[config.mk]
export PLATFORM = sky130hd
export DESIGN_NAME = sha256_stream_hasher_top
export DESIGN_NICKNAME = d
export VERILOG_FILES = /design/src/hdl/shs_pkg.sv /design/src/hdl/sha256_stream_hasher_top.sv /design/src/hdl/shs_ram.sv
export SDC_FILE = /design/constraint.sdc
export NUM_CORES = 2
export LEC_CHECK = 0
export BUFFER_PORTS_ARGS = -buffer_cell sky130_fd_sc_hd__buf_2
export CAP_MARGIN = 20
export CORE_MARGIN = 10
export CORE_UTILIZATION = 40
export CTS_CLUSTER_SIZE = 30
export DETAILED_ROUTE_END_ITERATION = 7
export PLACE_DENSITY = 0.59
export SYNTH_ARGS = -nofsm -noshare
export SYNTH_HDL_FRONTEND = slang
export SYNTH_SLANG_ARGS = --single-unit
[constraint.sdc]
create_clock -name aclk -period 101.9 [get_ports aclk]
set_input_delay 10.19 -clock aclk [delete_from_list [all_inputs] [get_ports aclk]]
set_output_delay 10.19 -clock aclk [all_outputs]
set_load 0.1 [all_outputs]
[src/hdl/shs_pkg.sv]
// shared constants, round constants, initial hash values and sigma functions for the sha-256 hasher
package shs_pkg;

    localparam int HASH_WORDS  = 8;
    localparam int BLOCK_WORDS = 16;
    localparam int WORD_W      = 32;
    localparam int COUNT_W     = 61;
    localparam int ROUNDS      = 64;
    localparam int HADDR_W     = $clog2(HASH_WORDS);
    localparam int BADDR_W     = $clog2(BLOCK_WORDS);

    localparam logic [7:0] PAD_BYTE   = 8'h80;
    localparam logic [5:0] LEN_START  = 6'd56;
    localparam logic [5:0] BLOCK_LAST = 6'd63;

    typedef logic [WORD_W-1:0] word_t;

    function automatic word_t rotr(input word_t x, input int n);
        rotr = (x >> n) | (x << (WORD_W - n));
    endfunction

    function automatic word_t big_sigma0(input word_t x);
        big_sigma0 = rotr(x, 2) ^ rotr(x, 13) ^ rotr(x, 22);
    endfunction

    function automatic word_t big_sigma1(input word_t x);
        big_sigma1 = rotr(x, 6) ^ rotr(x, 11) ^ rotr(x, 25);
    endfunction

    function automatic word_t small_sigma0(input word_t x);
        small_sigma0 = rotr(x, 7) ^ rotr(x, 18) ^ (x >> 3);
    endfunction

    function automatic word_t small_sigma1(input word_t x);
        small_sigma1 = rotr(x, 17) ^ rotr(x, 19) ^ (x >> 10);
    endfunction

    function automatic word_t init_word(input logic [HADDR_W-1:0] idx);
        case (idx)
            3'd0: init_word = 32'h6a09e667;
            3'd1: init_word = 32'hbb67ae85;
            3'd2: init_word = 32'h3c6ef372;
            3'd3: init_word = 32'ha54ff53a;
            3'd4: init_word = 32'h510e527f;
            3'd5: init_word = 32'h9b05688c;
            3'd6: init_word = 32'h1f83d9ab;
            default: init_word = 32'h5be0cd19;
        endcase
    endfunction

    function automatic word_t round_k(input logic [5:0] idx);
        case (idx)
            6'd0:  round_k = 32'h428a2f98;  6'd1:  round_k = 32'h71374491;
            6'd2:  round_k = 32'hb5c0fbcf;  6'd3:  round_k = 32'he9b5dba5;
            6'd4:  round_k = 32'h3956c25b;  6'd5:  round_k = 32'h59f111f1;
            6'd6:  round_k = 32'h923f82a4;  6'd7:  round_k = 32'hab1c5ed5;
            6'd8:  round_k = 32'hd807aa98;  6'd9:  round_k = 32'h12835b01;
            6'd10: round_k = 32'h243185be;  6'd11: round_k = 32'h550c7dc3;
            6'd12: round_k = 32'h72be5d74;  6'd13: round_k = 32'h80deb1fe;
            6'd14: round_k = 32'h9bdc06a7;  6'd15: round_k = 32'hc19bf174;
            6'd16: round_k = 32'he49b69c1;  6'd17: round_k = 32'hefbe4786;
            6'd18: round_k = 32'h0fc19dc6;  6'd19: round_k = 32'h240ca1cc;
            6'd20: round_k = 32'h2de92c6f;  6'd21: round_k = 32'h4a7484aa;
            6'd22: round_k = 32'h5cb0a9dc;  6'd23: round_k = 32'h76f988da;
            6'd24: round_k = 32'h983e5152;  6'd25: round_k = 32'ha831c66d;
            6'd26: round_k = 32'hb00327c8;  6'd27: round_k = 32'hbf597fc7;
            6'd28: round_k = 32'hc6e00bf3;  6'd29: round_k = 32'hd5a79147;
            6'd30: round_k = 32'h06ca6351;  6'd31: round_k = 32'h14292967;
            6'd32: round_k = 32'h27b70a85;  6'd33: round_k = 32'h2e1b2138;
            6'd34: round_k = 32'h4d2c6dfc;  6'd35: round_k = 32'h53380d13;
            6'd36: round_k = 32'h650a7354;  6'd37: round_k = 32'h766a0abb;
            6'd38: round_k = 32'h81c2c92e;  6'd39: round_k = 32'h92722c85;
            6'd40: round_k = 32'ha2bfe8a1;  6'd41: round_k = 32'ha81a664b;
            6'd42: round_k = 32'hc24b8b70;  6'd43: round_k = 32'hc76c51a3;
            6'd44: round_k = 32'hd192e819;  6'd45: round_k = 32'hd6990624;
            6'd46: round_k = 32'hf40e3585;  6'd47: round_k = 32'h106aa070;
            6'd48: round_k = 32'h19a4c116;  6'd49: round_k = 32'h1e376c08;
            6'd50: round_k = 32'h2748774c;  6'd51: round_k = 32'h34b0bcb5;
            6'd52: round_k = 32'h391c0cb3;  6'd53: round_k = 32'h4ed8aa4a;
            6'd54: round_k = 32'h5b9cca4f;  6'd55: round_k = 32'h682e6ff3;
            6'd56: round_k = 32'h748f82ee;  6'd57: round_k = 32'h78a5636f;
            6'd58: round_k = 32'h84c87814;  6'd59: round_k = 32'h8cc70208;
            6'd60: round_k = 32'h90befffa;  6'd61: round_k = 32'ha4506ceb;
            6'd62: round_k = 32'hbef9a3f7;
            default: round_k = 32'hc67178f2;
        endcase
    endfunction

endpackage

[src/hdl/sha256_stream_hasher_top.sv]
// top level of the streaming sha-256 hasher
//
//  channel | dir | tdata            | tuser          | tlast
//  s_      | in  | [7:0] data byte  | [0] func       | -
//  m_      | out | [31:0] digest wd | [2:0] word idx | last digest word
//
// data bytes are accepted while idle; the 64th byte of a block starts a compression
// through the load, round and fold states, load and fold paced by the registered reads of
// the hash and block rams
// finish pushes one padding byte per cycle (9 to 72 bytes) apart from one or two compressions,
// then reads each digest word out through the hash ram read port and the output register
// s_tready is low while padding, compressing or reading out the digest; m_ side stalls
// hold the digest read-out; the next message is taken while the last word waits
// reset (aresetn low, synchronous) returns to the initial hash values and a zero count
module sha256_stream_hasher_top (
    input  logic        aclk,
    input  logic        aresetn,
    input  logic        s_tvalid,
    output logic        s_tready,
    input  logic [7:0]  s_tdata,   // [7:0] data_byte
    input  logic        s_tuser,   // [0] func
    output logic        m_tvalid,
    input  logic        m_tready,
    output logic [31:0] m_tdata,   // [31:0] digest_word
    output logic [2:0]  m_tuser,   // [2:0] word_index
    output logic        m_tlast    // last_word
);
    import shs_pkg::*;

    typedef enum logic [5:0] {
        S_IDLE  = 6'b000001,
        S_PAD   = 6'b000010,
        S_LOAD  = 6'b000100,
        S_ROUND = 6'b001000,
        S_FOLD  = 6'b010000,
        S_OUT   = 6'b100000
    } state_t;

    state_t               state_reg, state_next;
    logic [COUNT_W-1:0]   count_reg, count_next;
    logic [63:0]          len_reg, len_next;
    logic [23:0]          acc_reg, acc_next;
    logic                 fin_reg, fin_next;      // padding a finished message
    logic                 phase_reg, phase_next;  // marker byte already pushed
    logic                 done_reg, done_next;    // length bytes all pushed
    logic                 tail_reg, tail_next;    // length bytes go in the current block
    logic [HASH_WORDS-1:0] hvalid_reg, hvalid_next;
    logic [6:0]           cnt_reg, cnt_next;
    word_t                w_reg [BLOCK_WORDS];
    word_t                w_next [BLOCK_WORDS];
    word_t                v_reg [HASH_WORDS];
    word_t                v_next [HASH_WORDS];
    logic [HADDR_W-1:0]   hsel_reg;
    logic [HADDR_W-1:0]   oidx_reg, oidx_next;
    logic                 rd_pend_reg, rd_pend_next;
    logic                 m_tvalid_reg, m_tvalid_next;
    word_t                m_data_reg, m_data_next;
    logic [HADDR_W-1:0]   m_idx_reg, m_idx_next;
    logic                 m_last_reg, m_last_next;

    // ram ports
    logic                 bram_we;
    logic [BADDR_W-1:0]   bram_waddr, bram_raddr;
    word_t                bram_wdata, bram_rdata;
    logic                 hram_we;
    logic [HADDR_W-1:0]   hram_waddr, hram_raddr;
    word_t                hram_wdata, hram_rdata;

    // datapath helpers
    logic                 push;
    logic [7:0]           push_byte;
    logic [5:0]           fill;
    word_t                hword;
    word_t                t1, t2, w_new;

    assign fill     = count_reg[5:0];
    assign s_tready = (state_reg == S_IDLE);
    assign hword    = hvalid_reg[hsel_reg] ? hram_rdata : init_word(hsel_reg);

    // round datapath
    assign t1 = v_reg[7] + big_sigma1(v_reg[4])
              + ((v_reg[4] & v_reg[5]) ^ (~v_reg[4] & v_reg[6]))
              + round_k(cnt_reg[5:0]) + w_reg[0];
    assign t2 = big_sigma0(v_reg[0])
              + ((v_reg[0] & v_reg[1]) ^ (v_reg[0] & v_reg[2]) ^ (v_reg[1] & v_reg[2]));
    assign w_new = small_sigma1(w_reg[14]) + w_reg[9] + small_sigma0(w_reg[1]) + w_reg[0];

    // byte source: input transaction or padding sequence
    always_comb begin
        push = (state_reg == S_PAD) || ((state_reg == S_IDLE) && s_tvalid && !s_tuser);
        if (state_reg != S_PAD) begin
            push_byte = s_tdata;
        end else if (!phase_reg) begin
            push_byte = PAD_BYTE;
        end else if (tail_reg && (fill >= LEN_START)) begin
            push_byte = len_reg[{~fill[2:0], 3'b000} +: 8];
        end else begin
            push_byte = 8'h00;
        end
    end

    assign bram_we    = push && (fill[1:0] == 2'b11);
    assign bram_waddr = fill[5:2];
    assign bram_wdata = {acc_reg, push_byte};
    assign bram_raddr = cnt_reg[BADDR_W-1:0];

    always_comb begin
        hram_raddr = (state_reg == S_OUT) ? oidx_reg : cnt_reg[HADDR_W-1:0];
        hram_we    = (state_reg == S_FOLD) && (cnt_reg != 7'd0);
        hram_waddr = hsel_reg;
        hram_wdata = hword + v_reg[0];
    end

    always_comb begin
        state_next    = state_reg;
        count_next    = count_reg;
        len_next      = len_reg;
        acc_next      = acc_reg;
        fin_next      = fin_reg;
        phase_next    = phase_reg;
        done_next     = done_reg;
        tail_next     = tail_reg;
        hvalid_next   = hvalid_reg;
        cnt_next      = cnt_reg;
        w_next        = w_reg;
        v_next        = v_reg;
        oidx_next     = oidx_reg;
        rd_pend_next  = rd_pend_reg;
        m_tvalid_next = m_tvalid_reg;
        m_data_next   = m_data_reg;
        m_idx_next    = m_idx_reg;
        m_last_next   = m_last_reg;

        if (m_tvalid_reg && m_tready) begin
            m_tvalid_next = 1'b0;
        end

        // byte append, shared by data transactions and padding
        if (push) begin
            acc_next   = {acc_reg[15:0], push_byte};
            count_next = count_reg + COUNT_W'(1);
            if (state_reg == S_PAD) begin
                phase_next = 1'b1;
                if (phase_reg && tail_reg && (fill == BLOCK_LAST)) begin
                    done_next = 1'b1;
                end
                // padding spilled over, the length goes in the next block
                if (fill == BLOCK_LAST) begin
                    tail_next = 1'b1;
                end
            end
            if (fill == BLOCK_LAST) begin
                state_next = S_LOAD;
                cnt_next   = 7'd0;
            end
        end

        case (state_reg)
            S_IDLE: begin
                if (s_tvalid && s_tuser) begin
                    len_next   = {count_reg, 3'b000};
                    fin_next   = 1'b1;
                    phase_next = 1'b0;
                    done_next  = 1'b0;
                    tail_next  = (fill < LEN_START);
                    state_next = S_PAD;
                end
            end
            S_PAD: begin
            end
            S_LOAD: begin
                cnt_next = cnt_reg + 7'd1;
                if (cnt_reg != 7'd0) begin
                    for (int i = 0; i < BLOCK_WORDS - 1; i++) begin
                        w_next[i] = w_reg[i+1];
                    end
                    w_next[BLOCK_WORDS-1] = bram_rdata;
                end
                if ((cnt_reg != 7'd0) && (cnt_reg <= 7'(HASH_WORDS))) begin
                    for (int i = 0; i < HASH_WORDS - 1; i++) begin
                        v_next[i] = v_reg[i+1];
                    end
                    v_next[HASH_WORDS-1] = hword;
                end
                if (cnt_reg == 7'(BLOCK_WORDS)) begin
                    cnt_next   = 7'd0;
                    state_next = S_ROUND;
                end
            end
            S_ROUND: begin
                cnt_next  = cnt_reg + 7'd1;
                v_next[7] = v_reg[6];
                v_next[6] = v_reg[5];
                v_next[5] = v_reg[4];
                v_next[4] = v_reg[3] + t1;
                v_next[3] = v_reg[2];
                v_next[2] = v_reg[1];
                v_next[1] = v_reg[0];
                v_next[0] = t1 + t2;
                for (int i = 0; i < BLOCK_WORDS - 1; i++) begin
                    w_next[i] = w_reg[i+1];
                end
                w_next[BLOCK_WORDS-1] = w_new;
                if (cnt_reg == 7'(ROUNDS - 1)) begin
                    cnt_next   = 7'd0;
                    state_next = S_FOLD;
                end
            end
            S_FOLD: begin
                cnt_next = cnt_reg + 7'd1;
                if (cnt_reg != 7'd0) begin
                    hvalid_next[hsel_reg] = 1'b1;
                    for (int i = 0; i < HASH_WORDS - 1; i++) begin
                        v_next[i] = v_reg[i+1];
                    end
                end
                if (cnt_reg == 7'(HASH_WORDS)) begin
                    cnt_next = 7'd0;
                    if (!fin_reg) begin
                        state_next = S_IDLE;
                    end else if (done_reg) begin
                        state_next = S_OUT;
                    end else begin
                        state_next = S_PAD;
                    end
                end
            end
            S_OUT: begin
                if (rd_pend_reg) begin
                    rd_pend_next  = 1'b0;
                    m_tvalid_next = 1'b1;
                    m_data_next   = hword;
                    m_idx_next    = oidx_reg;
                    m_last_next   = (oidx_reg == HADDR_W'(HASH_WORDS - 1));
                    oidx_next     = oidx_reg + HADDR_W'(1);
                    if (oidx_reg == HADDR_W'(HASH_WORDS - 1)) begin
                        // back to the initial vector for the next message
                        state_next  = S_IDLE;
                        hvalid_next = '0;
                        count_next  = '0;
                        fin_next    = 1'b0;
                        done_next   = 1'b0;
                    end
                end else if (!m_tvalid_reg) begin
                    rd_pend_next = 1'b1;
                end
            end
            default: begin
                state_next = S_IDLE;
            end
        endcase
    end

    always_ff @(posedge aclk) begin
        if (!aresetn) begin
            state_reg    <= S_IDLE;
            count_reg    <= '0;
            fin_reg      <= 1'b0;
            phase_reg    <= 1'b0;
            done_reg     <= 1'b0;
            tail_reg     <= 1'b0;
            hvalid_reg   <= '0;
            cnt_reg      <= '0;
            oidx_reg     <= '0;
            rd_pend_reg  <= 1'b0;
            m_tvalid_reg <= 1'b0;
        end else begin
            state_reg    <= state_next;
            count_reg    <= count_next;
            fin_reg      <= fin_next;
            phase_reg    <= phase_next;
            done_reg     <= done_next;
            tail_reg     <= tail_next;
            hvalid_reg   <= hvalid_next;
            cnt_reg      <= cnt_next;
            oidx_reg     <= oidx_next;
            rd_pend_reg  <= rd_pend_next;
            m_tvalid_reg <= m_tvalid_next;
        end
    end

    always_ff @(posedge aclk) begin
        len_reg    <= len_next;
        acc_reg    <= acc_next;
        w_reg      <= w_next;
        v_reg      <= v_next;
        hsel_reg   <= hram_raddr;
        m_data_reg <= m_data_next;
        m_idx_reg  <= m_idx_next;
        m_last_reg <= m_last_next;
    end

    // message block words
    shs_ram #(
        .WIDTH(WORD_W),
        .DEPTH(BLOCK_WORDS)
    ) u_block_ram (
        .aclk  (aclk),
        .we    (bram_we),
        .waddr (bram_waddr),
        .wdata (bram_wdata),
        .raddr (bram_raddr),
        .rdata (bram_rdata)
    );

    // chaining words, unwritten entries read as the initial vector
    shs_ram #(
        .WIDTH(WORD_W),
        .DEPTH(HASH_WORDS)
    ) u_hash_ram (
        .aclk  (aclk),
        .we    (hram_we),
        .waddr (hram_waddr),
        .wdata (hram_wdata),
        .raddr (hram_raddr),
        .rdata (hram_rdata)
    );

    assign m_tvalid = m_tvalid_reg;
    assign m_tdata  = m_data_reg;
    assign m_tuser  = m_idx_reg;
    assign m_tlast  = m_last_reg;

    // finish transaction always starts padding
    a_fin_pad: assert property (@(posedge aclk) disable iff (!aresetn)
        (s_tvalid && s_tready && s_tuser) |=> (state_reg == S_PAD))
        else $error("finish did not start padding");

    // a full block always starts a compression
    a_block_load: assert property (@(posedge aclk) disable iff (!aresetn)
        (push && (fill == BLOCK_LAST)) |=> (state_reg == S_LOAD))
        else $error("full block not compressed");

    // the hash ram is written only while folding
    a_hash_write: assert property (@(posedge aclk) disable iff (!aresetn)
        hram_we |-> (state_reg == S_FOLD))
        else $error("hash ram written outside fold");

    // last digest word restores the initial vector and clears the count
    a_digest_end: assert property (@(posedge aclk) disable iff (!aresetn)
        ((state_reg == S_OUT) && rd_pend_reg && (oidx_reg == HADDR_W'(HASH_WORDS - 1)))
        |=> ((hvalid_reg == '0) && (count_reg == '0) && m_tlast))
        else $error("digest end did not restore state");

endmodule

[src/hdl/shs_ram.sv]
// generic simple dual-port ram with registered read
module shs_ram #(
    parameter int WIDTH = 32,
    parameter int DEPTH = 16
) (
    input  logic                     aclk,
    input  logic                     we,
    input  logic [$clog2(DEPTH)-1:0] waddr,
    input  logic [WIDTH-1:0]         wdata,
    input  logic [$clog2(DEPTH)-1:0] raddr,
    output logic [WIDTH-1:0]         rdata
);
    logic [WIDTH-1:0] mem [DEPTH];

    always_ff @(posedge aclk) begin
        if (we) begin
            mem[waddr] <= wdata;
        end
        rdata <= mem[raddr];
    end
endmodule
==> run summary <==
Final routed DRC violation total: 0. Cell repeated most along the worst path: sky130_fd_sc_hd__o21ai_0. Clock tree synthesis inserted a total of 192 buffers.

The number of cells upsized or downsized after cts was 0; the number of enable flip-flop cells after synthesis was 1657. The async set-reset flop share out of synthesis came out at 0%. The detail-routed net length per standard cell works out to 24.4 um.

Subtracting the final worst setup slack from the clock period gives 14.10 ns. The synthesized netlist cell count is 6491. The cell type of the slowest stage on the worst timing path was sky130_fd_sc_hd__o21ai_0. The pre-antenna-repair detailed-routing pass consisted of 6 iterations.

The start-to-end type of the worst setup path is in2reg. For this design, the CTS-stage hold fixing added 0 buffers. The measured slew at the worst slew-check pin is 1.27 ns, and the count of input and output buffers is 50. The later pin in the worst-skew pair is clocked with a latency of 0.86 ns. Of the synthesized area, sequential elements account for 62.9%. The flow ran to the end, and the final reports show no timing, DRC or antenna violations.

The run gives 0 as the total setup violations reported at the end of the flow. Of all nets on the critical path, the largest fanout is 21. TritonCTS built the clock tree.

The headroom to the max-slew limit came out at 14.7%. The finished cells cover 0.0953 mm^2. The overall via count from detail_route was 51100. In the routed layout, each cell is associated on average with a via count of 5.38. The synthesized net count came out at 6870.

Between clock sinks in the finished design, the worst skew comes to 0.108 ns. Number of hold violations in the final report: 0. The signal on the critical path passes through buf_2, nand2b_1, nor4b_4, o21ai_1, and2_0, a22o_1, nand2_1, ha_1, buf_4, nand3_1, o21ai_0, o21ai_0, o22ai_1. From synthesis to final layout, the design area changed by 11.9%. STA classifies the critical path startpoint as an input pin.

The number of max-cap violations was 0; the remaining global-route overflow was 0. Power spread over the standard cell area amounts to 16.2 mW/mm^2. For this run, the total global-route usage over all layers was measured as 19.6%. The floorplan step defined a die boundary enclosing 0.232 mm^2. For the via count of the first global-routing pass, the log shows 50500. The pin count of the biggest net entering global routing is 168. Timing would allow up to 0.0709 GHz. Routability-driven placement finished with a final weighted congestion of 0.924. Counting every sink on the clock net gives 1847. Adding up every negative setup slack in the final design gives 0 ns. Kind of end point of the critical path: a register. The tools report the initial antenna violation count as 11.

The longest clock path from root to sink contains 3 buffers. The analysis attributes to cell leakage a power of 33.3 nW. The detailed router finished its first iteration with 4869 violations.

CTS built an H-tree with a depth of 4. The net count of the finished layout is 6902. The fraction of the cycle the final worst path needs is 13.8%, and the number of buffers added for setup after CTS is 0.

After clock tree synthesis, the clock-pin slew on the worst setup and hold paths is 0.06 ns. The count of nets left with antenna violations once routing finished came out at 0. The detailed-placement wirelength estimate was 155 mm; the data arrival time of the critical path was 14.84 ns.

The tools report the starting density of the core as 40.2%. Clock tree root driver cell: sky130_fd_sc_hd__clkbuf_16. The tools report the number of pins exceeding their max-slew limit in the final report as 0. The required time of the worst setup path came out at 102.63 ns.

The final layout contains routed wiring with a total length of 232 mm. The die extent in y is 481 um, and the synthesized flop and latch total is 1847. Setup repair after global routing left no endpoint under its margin.

For the total of warnings raised by yosys, the log shows 0. The tightest min-delay check is of the reg2reg type. Count of pins on the block boundary: 51. Counting distinct cell types in the post-synthesis netlist gives 91. The run gives 0.212 mm^2 as the floorplan core area.

The post-route netlist has 11.4% of its cells at a drive strength greater than 1. The placed standard-cell area was 0.0889 mm^2; the critical path's largest stage delay was 0.82 ns. Among all flip-flop cells after synthesis, the most frequent one is sky130_fd_sc_hd__edfxtp_1. After filler insertion, the fill cell instance count of the layout stands at 19100.

Dividing the synthesized area by the synthesized cell count gives 13.1 um^2. The first global-routing pass estimated 341 mm of wire. The horizontal extent of the die is 481 um. After floorplanning, the core was divided into 169 placement rows. VDD sags by at most 0.0182 mV. The tools report the cell area after synthesis as 0.0851 mm^2.
-- per-layer routing --
layer	vias to the layer above	part of all wire, %	track usage (%)
met2	1471	48	32.5
met4	8	3.1	5.89
met5	-	0.020	0
li1	23300	-	-
met3	357	5.8	3.16
met1	26000	43	26.6
-- power breakdown --
group / total (W) / internal [W] / switching, W
clock network: 0.000707 / 0.000403 / 0.000304
logic: 0.0000136 / 0.00000397 / 0.00000958
registers: 0.000827 / 0.000823 / 0.00000468
total: 0.00155 / 0.00123 / 0.000319
-- layout make-up --
| class | instances | area, um^2 | share of cell area (%) |
|---|---|---|---|
| repair buffers | 175 | 1240 | 1.30 |
| flip-flops and latches | 1847 | 53600 | 56.2 |
| multi-input cells | 3834 | 28800 | 30.2 |
| clock buffers | 235 | 5000 | 5.24 |
| well taps | 2821 | 3530 | 3.70 |
| diodes | 4 | 10.0 | 0.0105 |
| inverters | 473 | 1780 | 1.86 |
| clock inverters | 118 | 1380 | 1.44 |
-- placed cells by master, fill, tap and decap left out, drive strengths merged, types with 188 or more instances in the layout --
master and count:
dfxtp 190, nor2 256, o21ai 354, nand3 225, nand2 1062, xor2 193
clkbuf 236, inv 477, fa 188, edfxtp 1657, xnor2 244
-- kinds of logic (layout without fill, tap and decap cells) --
logic type | after synthesis | in the layout | synth area share [%]
flops | 1847 | 1847 | 62.9
simple gates | 1794 | 1794 | 9.03
compound gates | 980 | 980 | 7.24
buf+inv | 810 | 1001 | 3.61
xor+xnor | 438 | 438 | 4.52
fa+ha+maj | 368 | 368 | 7.06
mux | 254 | 254 | 5.62
other cells | 0 | 4 | 0
-- worst paths after layout --
kind | start | end | slack (ns) | depth (start not counted)
max | s_tuser | register | 87.80 | 13
min | w_reg[427] | w_reg[459] | 0.37 | 0
max reg2reg | v_reg[108] | v_reg[255] | 92.27 | 31
min reg2reg | w_reg[427] | w_reg[459] | 0.37 | 0
-- cell usage after synthesis, drive strengths merged (10+ instances only) --
cell     instances  area [um^2]
o22ai           19          119
a221oi          10         87.6
and3            34          218
xnor2          244         2140
dfxtp          190         3800
xor2           193         1690
a211o           10         87.6
clkbuf         279         1050
fa             188         3760
o21a            27          203
mux4           174         3920
a21o           107          803
o221ai          11         96.3
nand2b          33          216
nor3            54          270
or3             25          156
nand2         1062         3990
nand4           17          106
and2            16          100
mux2i           25          250
nand3          225         1130
a311oi          19          166
inv            470         1760
buf             58          251
o21ai          354         1780
o21bai          20          150
a31oi           34          213
o211ai          24          180
nor2b           24          150
o31ai           27          208
ha             178         2230
nor2           256          961
a21oi          182          911
edfxtp        1657        49800
a2111oi         10         88.8
mux2            55          619
a211oi          40          300
-- critical path, delay by kind of cell --
family / cells / cell delay, ns
simple gates: 5 / 1.51
compound gates: 5 / 2.30
buf+inv: 2 / 0.38
fa+ha+maj: 1 / 0.43
-- stage by stage --
step / total power [W] / hold WS, ns / util, % / worst slack, ns / cells
after detailed placement: 0.000857 / 0.405 / 42.0 / 87.01 / 9147
after global placement: 0.000857 / 0.400 / 41.9 / 87.00 / 9143
after floorplan: 0.000850 / 0.400 / - / 62.44 / 6491
after global routing: 0.00159 / 0.380 / 45.0 / 87.67 / 9504
final: 0.00155 / 0.374 / 45.0 / 87.80 / 9507
after CTS: 0.00156 / 0.371 / 45.0 / 87.86 / 9500
Power figures use the tool's default switching activity.
